===== src/rtl/pctk_pkg.sv =====
`timescale 1ns / 1ps
// shared types and constants of the parent candidate top-k block
package pctk_pkg;

	localparam int ID_W   = 8;
	localparam int ETX_W  = 16;
	localparam int RSSI_W = 16;
	localparam int RANK_W = 16;
	localparam int CFG_W  = 16;
	localparam int CFG_IDX_W = 2;

	// register indexes of the configuration port
	localparam logic [CFG_IDX_W-1:0] REG_ROOT_RANK   = 2'd0;
	localparam logic [CFG_IDX_W-1:0] REG_HOP_INC     = 2'd1;
	localparam logic [CFG_IDX_W-1:0] REG_ETX_DIVISOR = 2'd2;

	localparam logic [CFG_W-1:0] ROOT_RANK_RST   = 16'd256;
	localparam logic [CFG_W-1:0] HOP_INC_RST     = 16'd256;
	localparam logic [CFG_W-1:0] ETX_DIVISOR_RST = 16'd128;

	// action codes of an input transaction
	localparam logic ACT_OFFER = 1'b0;
	localparam logic ACT_CLOSE = 1'b1;

	localparam logic [RANK_W-1:0] RANK_INFINITE = 16'hFFFF;
	localparam logic [ETX_W-1:0]  ETX_MAX       = 16'hFFFF;
	localparam logic [RSSI_W-1:0] RSSI_UNKNOWN  = 16'h7FFF;
	localparam int                ETX_SCALE     = 100;

	// numerator of the conversion: 32-bit product times 100 plus half the increment
	localparam int NUM_W     = 39;
	localparam int DIV_STEPS = 16;
	localparam int DIV_CNT_W = $clog2(DIV_STEPS);

	localparam int QDEPTH = 2;

	typedef struct packed {
		logic              is_close;
		logic [ID_W-1:0]   id;
		logic [ETX_W-1:0]  etx;
		logic [RSSI_W-1:0] rssi;
	} cmd_t;

endpackage


===== src/rtl/pctk_front.sv =====
`timescale 1ns / 1ps
// front end: accepts transactions, filters offers and converts rank to path etx
module pctk_front (
	input  logic                              clk,
	input  logic                              arst_n,
	input  logic                              push,
	output logic                              full,
	input  logic                              action,
	input  logic [pctk_pkg::ID_W-1:0]         neighbor_id,
	input  logic [pctk_pkg::RANK_W-1:0]       nbr_rank,
	input  logic                              usable,
	input  logic                              has_rssi,
	input  logic signed [7:0]                 rssi_in,
	input  logic                              cfg_we,
	input  logic [pctk_pkg::CFG_IDX_W-1:0]    cfg_index,
	input  logic [pctk_pkg::CFG_W-1:0]        cfg_data,
	output logic                              q_push,
	input  logic                              q_full,
	output pctk_pkg::cmd_t                    q_data
);
	import pctk_pkg::*;

	typedef enum logic [2:0] {
		ST_IDLE,
		ST_MUL1,
		ST_MUL2,
		ST_CHK,
		ST_DIV,
		ST_PUSH
	} state_t;

	state_t               state_q;
	logic [CFG_W-1:0]     root_q;
	logic [CFG_W-1:0]     hop_q;
	logic [CFG_W-1:0]     div_q;
	cmd_t                 cmd_q;
	logic [RANK_W-1:0]    delta_q;
	logic [31:0]          prod_q;
	logic [NUM_W-1:0]     num_q;
	logic [15:0]          rem_q;
	logic [15:0]          quo_q;
	logic [DIV_CNT_W-1:0] cnt_q;

	logic                 skip;
	logic [RSSI_W-1:0]    rssi_ext;
	logic [16:0]          trial;
	logic                 trial_ge;

	assign skip     = !usable || (nbr_rank == '0) || (nbr_rank == RANK_INFINITE);
	assign rssi_ext = has_rssi ? {{8{rssi_in[7]}}, rssi_in} : RSSI_UNKNOWN;
	assign trial    = {rem_q, quo_q[15]};
	assign trial_ge = trial >= {1'b0, hop_q};

	assign full   = (state_q != ST_IDLE);
	assign q_push = (state_q == ST_PUSH) && !q_full;
	assign q_data = cmd_q;

	always_ff @(posedge clk or negedge arst_n) begin
		if (!arst_n) begin
			root_q <= ROOT_RANK_RST;
			hop_q  <= HOP_INC_RST;
			div_q  <= ETX_DIVISOR_RST;
		end else if (cfg_we) begin
			unique case (cfg_index)
				REG_ROOT_RANK:   root_q <= cfg_data;
				REG_HOP_INC:     hop_q  <= cfg_data;
				REG_ETX_DIVISOR: div_q  <= cfg_data;
				default: ;
			endcase
		end
	end

	always_ff @(posedge clk or negedge arst_n) begin
		if (!arst_n) begin
			state_q <= ST_IDLE;
			cmd_q   <= '0;
			delta_q <= '0;
			prod_q  <= '0;
			num_q   <= '0;
			rem_q   <= '0;
			quo_q   <= '0;
			cnt_q   <= '0;
		end else begin
			unique case (state_q)
				ST_IDLE: begin
					if (push) begin
						cmd_q.id   <= neighbor_id;
						cmd_q.rssi <= rssi_ext;
						cmd_q.etx  <= '0;
						delta_q    <= nbr_rank - root_q;
						if (action == ACT_CLOSE) begin
							cmd_q.is_close <= 1'b1;
							state_q        <= ST_PUSH;
						end else if (!skip) begin
							cmd_q.is_close <= 1'b0;
							if (nbr_rank <= root_q) begin
								state_q <= ST_PUSH;
							end else if (hop_q == '0) begin
								cmd_q.etx <= ETX_MAX;
								state_q   <= ST_PUSH;
							end else begin
								state_q <= ST_MUL1;
							end
						end
					end
				end
				ST_MUL1: begin
					prod_q  <= {16'd0, delta_q} * {16'd0, div_q};
					state_q <= ST_MUL2;
				end
				ST_MUL2: begin
					num_q   <= NUM_W'(prod_q) * NUM_W'(ETX_SCALE) + NUM_W'(hop_q >> 1);
					state_q <= ST_CHK;
				end
				ST_CHK: begin
					// quotient of 2^16 or more saturates, else upper part seeds the remainder
					if (num_q[NUM_W-1:16] >= (NUM_W-16)'(hop_q)) begin
						cmd_q.etx <= ETX_MAX;
						state_q   <= ST_PUSH;
					end else begin
						rem_q   <= num_q[31:16];
						quo_q   <= num_q[15:0];
						cnt_q   <= '0;
						state_q <= ST_DIV;
					end
				end
				ST_DIV: begin
					rem_q <= trial_ge ? 16'(trial - {1'b0, hop_q}) : trial[15:0];
					quo_q <= {quo_q[14:0], trial_ge};
					cnt_q <= cnt_q + 1'b1;
					if (cnt_q == DIV_CNT_W'(DIV_STEPS - 1)) begin
						state_q <= ST_PUSH;
					end
				end
				ST_PUSH: begin
					if (!q_full) begin
						state_q <= ST_IDLE;
					end
				end
				default: state_q <= ST_IDLE;
			endcase
			// the final quotient bit goes straight into the etx field at the last step
			if (state_q == ST_DIV && cnt_q == DIV_CNT_W'(DIV_STEPS - 1)) begin
				cmd_q.etx <= {quo_q[14:0], trial_ge};
			end
		end
	end

endmodule


===== src/rtl/pctk_cmd_fifo.sv =====
`timescale 1ns / 1ps
// short command queue between the front end and the table
module pctk_cmd_fifo (
	input  logic           clk,
	input  logic           arst_n,
	input  logic           push,
	output logic           full,
	input  pctk_pkg::cmd_t wdata,
	input  logic           pop,
	output logic           empty,
	output pctk_pkg::cmd_t rdata
);
	import pctk_pkg::*;

	localparam int PW = (QDEPTH > 1) ? $clog2(QDEPTH) : 1;
	localparam int CW = $clog2(QDEPTH + 1);

	cmd_t          mem_q [QDEPTH];
	logic [PW-1:0] wr_q;
	logic [PW-1:0] rd_q;
	logic [CW-1:0] cnt_q;
	logic          do_push;
	logic          do_pop;

	assign full    = (cnt_q == CW'(QDEPTH));
	assign empty   = (cnt_q == '0);
	assign do_push = push && !full;
	assign do_pop  = pop && !empty;
	assign rdata   = mem_q[rd_q];

	always_ff @(posedge clk) begin
		if (do_push) begin
			mem_q[wr_q] <= wdata;
		end
	end

	always_ff @(posedge clk or negedge arst_n) begin
		if (!arst_n) begin
			wr_q  <= '0;
			rd_q  <= '0;
			cnt_q <= '0;
		end else begin
			if (do_push) begin
				wr_q <= (wr_q == PW'(QDEPTH - 1)) ? '0 : wr_q + 1'b1;
			end
			if (do_pop) begin
				rd_q <= (rd_q == PW'(QDEPTH - 1)) ? '0 : rd_q + 1'b1;
			end
			if (do_push && !do_pop) begin
				cnt_q <= cnt_q + 1'b1;
			end else if (do_pop && !do_push) begin
				cnt_q <= cnt_q - 1'b1;
			end
		end
	end

endmodule


===== src/rtl/pctk_back.sv =====
`timescale 1ns / 1ps
// back end: sorted candidate table, insertion and slot readout
module pctk_back #(
	parameter int SLOTS = 4
) (
	input  logic                          clk,
	input  logic                          arst_n,
	input  logic                          q_empty,
	output logic                          q_pop,
	input  pctk_pkg::cmd_t                q_data,
	output logic                          empty,
	input  logic                          pop,
	output logic [1:0]                    slot_index,
	output logic [pctk_pkg::ID_W-1:0]     out_id,
	output logic [pctk_pkg::ETX_W-1:0]    out_etx,
	output logic signed [pctk_pkg::RSSI_W-1:0] out_rssi,
	output logic [2:0]                    filled,
	output logic                          last
);
	import pctk_pkg::*;

	localparam int IW = (SLOTS > 1) ? $clog2(SLOTS) : 1;
	localparam int FW = $clog2(SLOTS + 1);

	typedef enum logic {
		ST_IDLE,
		ST_EMIT
	} state_t;

	state_t            state_q;
	logic [FW-1:0]     fill_q;
	logic [IW-1:0]     idx_q;
	logic [ID_W-1:0]   id_q   [SLOTS];
	logic [ETX_W-1:0]  etx_q  [SLOTS];
	logic [RSSI_W-1:0] rssi_q [SLOTS];
	logic [ID_W-1:0]   id_n   [SLOTS];
	logic [ETX_W-1:0]  etx_n  [SLOTS];
	logic [RSSI_W-1:0] rssi_n [SLOTS];
	logic [SLOTS-1:0]  better;
	logic [SLOTS-1:0]  place;
	logic              out_valid_q;
	logic              load;
	logic              idx_last;
	logic              idx_used;

	assign q_pop    = (state_q == ST_IDLE) && !q_empty;
	assign empty    = !out_valid_q;
	assign load     = (state_q == ST_EMIT) && (!out_valid_q || pop);
	assign idx_last = (idx_q == IW'(SLOTS - 1));
	assign idx_used = (FW'(idx_q) < fill_q);

	// the table is sorted, so the better flags form a run up to the end
	always_comb begin
		for (int j = 0; j < SLOTS; j++) begin
			better[j] = (FW'(j) < fill_q) &&
				((q_data.etx < etx_q[j]) ||
				 ((q_data.etx == etx_q[j]) && (q_data.id < id_q[j])));
			place[j]  = better[j] || (FW'(j) == fill_q);
		end
		for (int j = 0; j < SLOTS; j++) begin
			id_n[j]   = id_q[j];
			etx_n[j]  = etx_q[j];
			rssi_n[j] = rssi_q[j];
			if (j > 0 && better[j-1]) begin
				id_n[j]   = id_q[j-1];
				etx_n[j]  = etx_q[j-1];
				rssi_n[j] = rssi_q[j-1];
			end else if (place[j]) begin
				id_n[j]   = q_data.id;
				etx_n[j]  = q_data.etx;
				rssi_n[j] = q_data.rssi;
			end
		end
	end

	always_ff @(posedge clk) begin
		if (q_pop && !q_data.is_close) begin
			for (int j = 0; j < SLOTS; j++) begin
				id_q[j]   <= id_n[j];
				etx_q[j]  <= etx_n[j];
				rssi_q[j] <= rssi_n[j];
			end
		end
		if (load) begin
			slot_index <= 2'(idx_q);
			out_id     <= idx_used ? id_q[idx_q] : '0;
			out_etx    <= idx_used ? etx_q[idx_q] : '0;
			out_rssi   <= idx_used ? rssi_q[idx_q] : '0;
			filled     <= 3'(fill_q);
			last       <= idx_last;
		end
	end

	always_ff @(posedge clk or negedge arst_n) begin
		if (!arst_n) begin
			state_q     <= ST_IDLE;
			fill_q      <= '0;
			idx_q       <= '0;
			out_valid_q <= 1'b0;
		end else begin
			if (load) begin
				out_valid_q <= 1'b1;
			end else if (pop) begin
				out_valid_q <= 1'b0;
			end
			unique case (state_q)
				ST_IDLE: begin
					if (q_pop) begin
						if (q_data.is_close) begin
							idx_q   <= '0;
							state_q <= ST_EMIT;
						end else if (fill_q != FW'(SLOTS)) begin
							fill_q <= fill_q + 1'b1;
						end
					end
				end
				ST_EMIT: begin
					if (load) begin
						if (idx_last) begin
							fill_q  <= '0;
							state_q <= ST_IDLE;
						end else begin
							idx_q <= idx_q + 1'b1;
						end
					end
				end
				default: state_q <= ST_IDLE;
			endcase
		end
	end

endmodule


===== src/rtl/parent_candidate_top_k_core.sv =====
`timescale 1ns / 1ps
// top level of the parent candidate top-k table
//
// input side: a transaction is taken when push is high and full is low.
// action offer brings a neighbor; unusable neighbors and rank 0 or 65535 are
// dropped. otherwise rank is turned into path etx times 100 and inserted into
// a table of SLOTS entries sorted by etx, then by lower id. action close reads
// out every slot, best slot first on the result side, and then empties the table.
// result side: a result waits while empty is low and is taken on pop.
// the front end holds one transaction at a time: an offer needing the divide
// passes two multiply stages, a range check and a 16-step restoring divider;
// one that saturates in the range check skips the divider, a zero etx, a zero
// increment or a close goes straight to the push, and a drop leaves it idle.
// a two-entry command queue sits between the front end and the table, so the
// front end keeps converting while the table streams out a close.
// a close gives SLOTS results, one per cycle while pop keeps up, through a single
// output register, loaded from the table once the close leaves the queue.
// when pop stays low the readout waits and the queue fills, then full rises.
// configuration writes on cfg_we take effect at once and belong in idle time.
// reset empties the table, loads the register defaults and leaves empty high.
module parent_candidate_top_k_core #(
	parameter int SLOTS = 4
) (
	input  logic                              clk,
	input  logic                              arst_n,
	input  logic                              push,
	output logic                              full,
	input  logic                              action,
	input  logic [pctk_pkg::ID_W-1:0]         neighbor_id,
	input  logic [pctk_pkg::RANK_W-1:0]       nbr_rank,
	input  logic                              usable,
	input  logic                              has_rssi,
	input  logic signed [7:0]                 rssi_in,
	input  logic                              cfg_we,
	input  logic [pctk_pkg::CFG_IDX_W-1:0]    cfg_index,
	input  logic [pctk_pkg::CFG_W-1:0]        cfg_data,
	output logic                              empty,
	input  logic                              pop,
	output logic [1:0]                        slot_index,
	output logic [pctk_pkg::ID_W-1:0]         out_id,
	output logic [pctk_pkg::ETX_W-1:0]        out_etx,
	output logic signed [pctk_pkg::RSSI_W-1:0] out_rssi,
	output logic [2:0]                        filled,
	output logic                              last
);
	import pctk_pkg::*;

	logic fq_push;
	logic fq_full;
	cmd_t fq_wdata;
	logic fq_pop;
	logic fq_empty;
	cmd_t fq_rdata;

	pctk_front u_front (
		.clk         (clk),
		.arst_n      (arst_n),
		.push        (push),
		.full        (full),
		.action      (action),
		.neighbor_id (neighbor_id),
		.nbr_rank    (nbr_rank),
		.usable      (usable),
		.has_rssi    (has_rssi),
		.rssi_in     (rssi_in),
		.cfg_we      (cfg_we),
		.cfg_index   (cfg_index),
		.cfg_data    (cfg_data),
		.q_push      (fq_push),
		.q_full      (fq_full),
		.q_data      (fq_wdata)
	);

	pctk_cmd_fifo u_fifo (
		.clk    (clk),
		.arst_n (arst_n),
		.push   (fq_push),
		.full   (fq_full),
		.wdata  (fq_wdata),
		.pop    (fq_pop),
		.empty  (fq_empty),
		.rdata  (fq_rdata)
	);

	pctk_back #(
		.SLOTS (SLOTS)
	) u_back (
		.clk        (clk),
		.arst_n     (arst_n),
		.q_empty    (fq_empty),
		.q_pop      (fq_pop),
		.q_data     (fq_rdata),
		.empty      (empty),
		.pop        (pop),
		.slot_index (slot_index),
		.out_id     (out_id),
		.out_etx    (out_etx),
		.out_rssi   (out_rssi),
		.filled     (filled),
		.last       (last)
	);

endmodule


===== config.mk =====
export PLATFORM = sky130hd
export DESIGN_NAME = parent_candidate_top_k_core
export DESIGN_NICKNAME = d
export VERILOG_FILES = /design/src/rtl/pctk_pkg.sv /design/src/rtl/pctk_front.sv /design/src/rtl/pctk_cmd_fifo.sv /design/src/rtl/pctk_back.sv /design/src/rtl/parent_candidate_top_k_core.sv
export SDC_FILE = /design/constraint.sdc
export NUM_CORES = 2
export LEC_CHECK = 0
export BUFFER_PORTS_ARGS = -buffer_cell sky130_fd_sc_hd__clkbuf_2
export CAP_MARGIN = 20
export CORE_MARGIN = 5
export CORE_UTILIZATION = 45
export CTS_BUF_LIST = sky130_fd_sc_hd__clkbuf_8
export CTS_CLUSTER_DIAMETER = 200
export DETAILED_ROUTE_END_ITERATION = 6
export PLACE_DENSITY_LB_ADDON = 0.3
export SLEW_MARGIN = 10
export SYNTH_ARGS = -nofsm -noshare
export SYNTH_HDL_FRONTEND = slang
export SYNTH_HIERARCHICAL = 1
export SYNTH_SLANG_ARGS = --single-unit

===== constraint.sdc =====
create_clock -name clk -period 9.6 [get_ports clk]
set_clock_uncertainty 0.2 [all_clocks]
set_input_delay 1.92 -clock clk [delete_from_list [all_inputs] [get_ports clk]]
set_output_delay 1.92 -clock clk [all_outputs]
set_load 0.005 [all_outputs]

; Word-level counts from Yosys, hierarchy flattened
; Memory sizes are Yosys's and may differ from the RTL's. A register that Yosys moved wholly into a read port is not among the register bits.
; Index checks and enable logic that the tools add are counted.
[word_totals]
regBits = 232
mem_bits_rw = 242
inputBits = 58
out_inout_bits = 48
word_cells = 226
memories = 4
[memory_table]
columns = name, words, width, read_ports, rd_ports_with_merged_regs, wr, line_no
row1 = u_fifo.mem_q, 2, 41, 1, 0, 1, pctk_cmd_fifo.sv:18  ; cmd_t mem_q [QDEPTH];
row2 = u_back.etx_q, 4, 16, 5, 1, 4, pctk_back.sv:34  ; logic [ETX_W-1:0] etx_q [SLOTS];
row3 = u_back.rssi_q, 4, 16, 4, 1, 4, pctk_back.sv:35  ; logic [RSSI_W-1:0] rssi_q [SLOTS];
row4 = u_back.id_q, 4, 8, 5, 1, 4, pctk_back.sv:33  ; logic [ID_W-1:0] id_q [SLOTS];
[op_classes]
add_sub_neg = 10
n_mul = 2
magnitude_cmp = 16
n_eq_ne = 35
muxes = 74
bitwise = 1
n_reduce_logical = 60
[op_table]
columns = op, n
row1 = 16-bit two-way mux, 24
row2 = 16-bit one-hot mux with 2 select lines, 3
row3 = 16-bit == test, 4
row4 = 16-bit less-than comparator, 4
row5 = 8-bit two-way mux, 7
row6 = 39-bit by 15-bit adder with 39-bit output, 1
row7 = "32-bit by 5-bit multiplier with 37-bit output, second input constant", 1
row8 = 3-bit two-way mux, 12
row9 = 16-bit zero test, 2
row10 = 8-bit less-than comparator, 4
row11 = 16-bit by 16-bit multiplier with 32-bit output, 1
row12 = 32-bit two-way mux, 1
row13 = 16-bit subtractor, 2
row14 = 23-bit by 16-bit greater-or-equal comparator with 1-bit output, 1
row15 = "2-bit inequality test, second input constant", 10
row16 = 3-bit one-hot mux with 6 select lines, 1
row17 = 17-bit by 16-bit greater-or-equal comparator with 1-bit output, 1
row18 = 1-bit logical AND, 17
row19 = "16-bit == test, second input constant", 1
row20 = 16-bit less-or-equal comparator, 1
row21 = 1-bit two-way mux, 15
row22 = 2-bit two-way mux, 6
row23 = 2-bit AND reduction, 6
row24 = 1-bit logical OR, 11
row25 = other kinds (34), 62

; Depth between registers and ports, before layout
[depth]
ltp_word = 8
depth_mapped = 25
ltp_nobuf = 25

; Hierarchy
; The synthesis kept the hierarchy.
[modules_own_cells]
columns = module, instances, cells_each, area_per_inst_um2, seq_area_each_um2
row1 = pctk_front, 1, 2657, 23616.4, 5208.7
row2 = pctk_back, 1, 808, 11999.0, 6361.1
row3 = pctk_cmd_fifo, 1, 147, 3358.2, 2562.5

; Least setup slack after synthesis
; Ideal clock, no wire load.
[synth_timing]
path_type = reg-to-reg
from = register u_front.div_q[7]
to = register u_front.prod_q[25]
setup_time_ns = 0.070
t_arrival_ns = 6.377
required_time_ns = 9.330
path_slack_ns = 2.953
stages_incl_launch_ff = 26
path_buffers = 1
synth_period_minus_slack_ns = 6.647
cell_sequence = dfstp_2 > clkbuf_1 > nand2_1 > fa_1 > inv_1 > fa_1 > inv_1 > fa_1 > inv_1 > fa_1 > fa_1 > inv_1 > fa_1 > inv_1 > ha_1 > a21o_1 > a21o_1 > a21oi_1 > o21bai_1 > a221o_1 > a21oi_1 > o21bai_1 > a211oi_1 > o31ai_1 > or4_1 > nand3_1
[synth_between]
elab_chain_len = 1
[synth_rtl]
columns = element, line_no
row1 = from (decl), pctk_front.sv:35  ; logic [CFG_W-1:0] div_q;
row2 = from (signal assigned), pctk_front.sv:67  ; REG_ETX_DIVISOR: div_q <= cfg_data;
row3 = 16-bit by 16-bit multiplier with 32-bit output, pctk_front.sv:108  ; prod_q <= {16'd0, delta_q} * {16'd0, div_q};
row4 = to (signal assigned), pctk_front.sv:108
row5 = to (decl), pctk_front.sv:38  ; logic [31:0] prod_q;
; No other way between the ends.
; A chain may end at the register's enable or synchronous reset.

; Final worst setup path
[layout_timing]
from = register u_front.delta_q[9]
to = register u_front.prod_q[25]
[layout_between]
elab_chain_len = 1
[layout_rtl]
columns = element, line_no
row1 = from (decl), pctk_front.sv:37  ; logic [RANK_W-1:0] delta_q;
row2 = from (signal assigned), pctk_front.sv:90  ; delta_q <= nbr_rank - root_q;
row3 = 16-bit by 16-bit multiplier with 32-bit output, pctk_front.sv:108
; No other way between the ends.

==> results by group <==
Status
  – Status: complete, no violations

Finish
  – Share of cells above drive strength 1: ~15%
  – Final Cell Area: around 42000 µm²
  – Non-Filler Instances: around 4900
  – Syn-to-layout area delta: 8.56%
  – Fin nets: between 4000 and 5000
  – Sequential Area: around 14000 µm²
  – Fillers: about 7900
  – Multi-input gate area in the final layout: ~22000 µm²

STA
  – Fin Hold WS: around 0.27 ns
  – Post-route minimum period: just over 7 ns
  – RSZ-0062 raised after global routing: false
  – Period utilisation layout: 74.3%
  – Final max-slew violation count: 0
  – Worst rel slew slack: between 30 and 40%
  – Final setup violating endpoints: 0
  – Final TNS setup: 0 ns
  – Final Hold Vio Count: 0
  – FMAX: about 140 MHz
  – Tightest Pin Transition: ~1 ns

Logic synthesis
  – Post-Synth Adder-Cell Area: 23.2%
  – Register area share after synthesis: ~36%
  – Most used DFF post-synth: edfxtp_1
  – Cell count after synthesis: roughly 3600
  – Mux cell area share after synthesis: a little over a tenth
  – Compound-Gate Fraction of Synth Area: approximately 8.5%
  – Post-synth EDFFs: between 200 and 300
  – Yosys reg bits: between 500 and 600
  – Simple-Gate Fraction of Synth Area: a little under an eighth
  – Mapped Area: between 30000 and 40000 µm²
  – Async SR Flop Fraction: between 40% and 50%
  – Syn nets: 4259
  – Largest family of logic cells by synthesized area: adder cells
  – Unique masters post-synth: about 100
  – Synth Area in XOR/XNOR: approximately 2.4%
  – Mean Syn Cell Area: around 11 µm²
  – Synthesis Warnings: 6

Critical path
  – Worst r2r dst: u_front/prod_q[25]
  – R2R Path Start: u_front/delta_q[9]
  – R2R setup slack: around 2.5 ns
  – CP arrival: around 7.6 ns
  – CP Launch Point: u_front/delta_q[9]
  – CP max FO: 17
  – CP Data Required Time: 10.05 ns
  – Crit Path Category: reg -> reg
  – Crit path capture type: register
  – Critical path launch point type: register
  – Reg2reg path depth: 21

Global routing
  – GRT Residual Overflow: 0
  – Initial antenna violation count: 3
  – First-pass GRT wire length: roughly 140 mm
  – GRT Total Usage: 19.3%
  – Pin count of the biggest net entering global routing: between 100 and 150
  – Vias in the first global route: 26400

Die
  – Die height: roughly 300 µm
  – Io pins: 106
  – Initial core utilization: between 40% and 50%
  – Rows: 108
  – Die Wd: about 300 µm
  – Core area: approximately 86000 µm²
  – Die area: between 90000 and 100000 µm²

CTS
  – Post-CTS sizing: 0
  – CTS tree: done
  – CTS Buffer Depth: 3
  – H-tree Lvls: 3
  – Root Driver: clkbuf_8
  – Hold buffers post-CTS: 0
  – Worst-Skew Late Latency: roughly 0.71 ns
  – Worst-path clk slew: roughly 0.06 ns
  – Post-CTS Setup Repair Bufs: 0
  – CTS Buf Count: between 80 and 90
  – Clk sinks: about 510

Routing
  – Routed met1 length: ~40 mm
  – Final ANT Viol Nets: 0
  – Routed len/inst: 18.2 µm
  – Final wirelength: roughly 90 mm
  – Highest metal used: met5
  – DRT iter0 DRCs: approximately 1500
  – Routed wl met3: about 4 mm
  – Residual DRC: 0
  – DRT Pass-1 Iters: 5
  – Via-to-Cell Ratio: between 5 and 6
  – Met2 wire len: approximately 44 mm
  – Via Count: approximately 26000

Worst hold path
  – Hold Path Origin: u_front/q_data[15]
  – Hold Path Sink: u_fifo/mem_q[0][15]
  – WHS Path Cells: 0
  – Worst Hold Class: reg -> reg

Placed design
  – Routability cong.: 0.875
  – Placed Cells: 4769
  – DP HPWL: about 67 mm
  – IO Port Bufs: 105
  – Placed cell areas: roughly 41000 µm²

Flow run
  – Max-cap violations: 0
sequential cells by signal (all words and copies together), names as in the netlist, 2 cells and up:
register,flops
u_back/out_id,8
u_back/slot_index,2
u_back/fill_q,3
u_front/cnt_q,4
u_back/out_etx,16
u_back/etx_q,64
u_front/num_q,39
u_back/out_rssi,16
u_front/div_q,16
u_back/id_q,32
u_front/root_q,16
u_front/delta_q,16
u_front/prod_q,32
u_front/quo_q,16
u_fifo/cnt_q,2
u_fifo/mem_q,82
u_front/rem_q,16
u_back/filled,3
u_back/idx_q,2
u_front/hop_q,16
u_back/rssi_q,64
u_front/q_data,34
u_front/state_q,3
how the worst max path moves through the flow:
stage / endpoint / cells past startpoint / slack (ns)
after CTS: u_front/prod_q[25] / 21 / 2.54
after floorplan: u_front/prod_q[25] / 25 / 2.95
after global placement: u_front/prod_q[25] / 21 / 2.74
after global routing: u_front/prod_q[25] / 21 / 2.15
final: u_front/prod_q[25] / 21 / 2.47
after detailed placement: u_front/prod_q[25] / 21 / 2.58
critical path, cell delays in order, from the launching register on:
cell and delay, ns:
dfrtp_1 0.78, nand2_1 0.17, fa_1 0.55, fa_1 0.54, fa_1 0.52, inv_1 0.04, ha_1 0.31, fa_1 0.55
inv_1 0.06, fa_1 0.53, inv_1 0.04, ha_1 0.33, a211o_1 0.27, a211oi_1 0.36, o31ai_1 0.24, a221o_1 0.40
a21oi_1 0.16, o21bai_1 0.14, a211oi_1 0.28, o31ai_1 0.12, or4_1 0.40, nand3_1 0.09
per-layer routing:
| metal | vias up | track usage (%) |
|---|---|---|
| li1 | 12500 | - |
| met1 | 12900 | 26.1 |
| met2 | 563 | 32.7 |
| met3 | 116 | 2.78 |
| met4 | 2 | 5.04 |
| met5 | - | 0 |
metrics by stage:
step	setup slack, ns	util, %
2_1_floorplan	2.95	-
3_3_place_gp	2.74	46.9
3_5_place_dp	2.58	46.9
4_1_cts	2.54	49.0
5_1_grt	2.15	49.0
6_report	2.47	49.0
synth_stat cells (all sizes together) (67+ instances only):
cell	number	area, µm²
and2	126	791
a21oi	122	644
xnor2	67	587
dfrtp	216	5410
clkbuf	83	353
inv	552	2070
edfxtp	288	8650
mux2	201	2710
nor2	103	387
nand2	401	1510
o21ai	181	906
ha	365	4570
fa	224	4480
cell families after synthesis:
group / Yosys count
AND/OR/NAND/NOR: 905
buffers and inverters: 679
adder cells (fa/ha/maj): 589
AO/OA/AOI/OAI: 519
flip-flops: 507
multiplexers: 304
XOR/XNOR: 109
final cells by class:
class                           instances  area share [%]
Tap cell                             1155            3.42
Timing Repair Buffer                  131            1.77
Clock inverter                         65            1.13
Clock buffer                           94            3.06
Antenna cell                            1         0.00591
Multi-Input combinational cell       2426            52.3
Sequential cell                       507            33.4
Inverter                              552            4.90
layout by cell type, fill, tap and decap left out, types with 63 or more instances in the layout:
cell	n
nor2_1	101
ha_1	365
mux2_4	120
xnor2_1	67
inv_1	589
and2_1	124
nand2_1	399
mux2i_1	63
clkbuf_2	104
fa_1	224
clkbuf_8	94
mux2_2	80
o21ai_0	174
edfxtp_1	288
a21oi_1	113
dfrtp_1	213
Power is not shown: default switching activity piles up to over one toggle a cycle in this logic, so the estimate is an artifact.
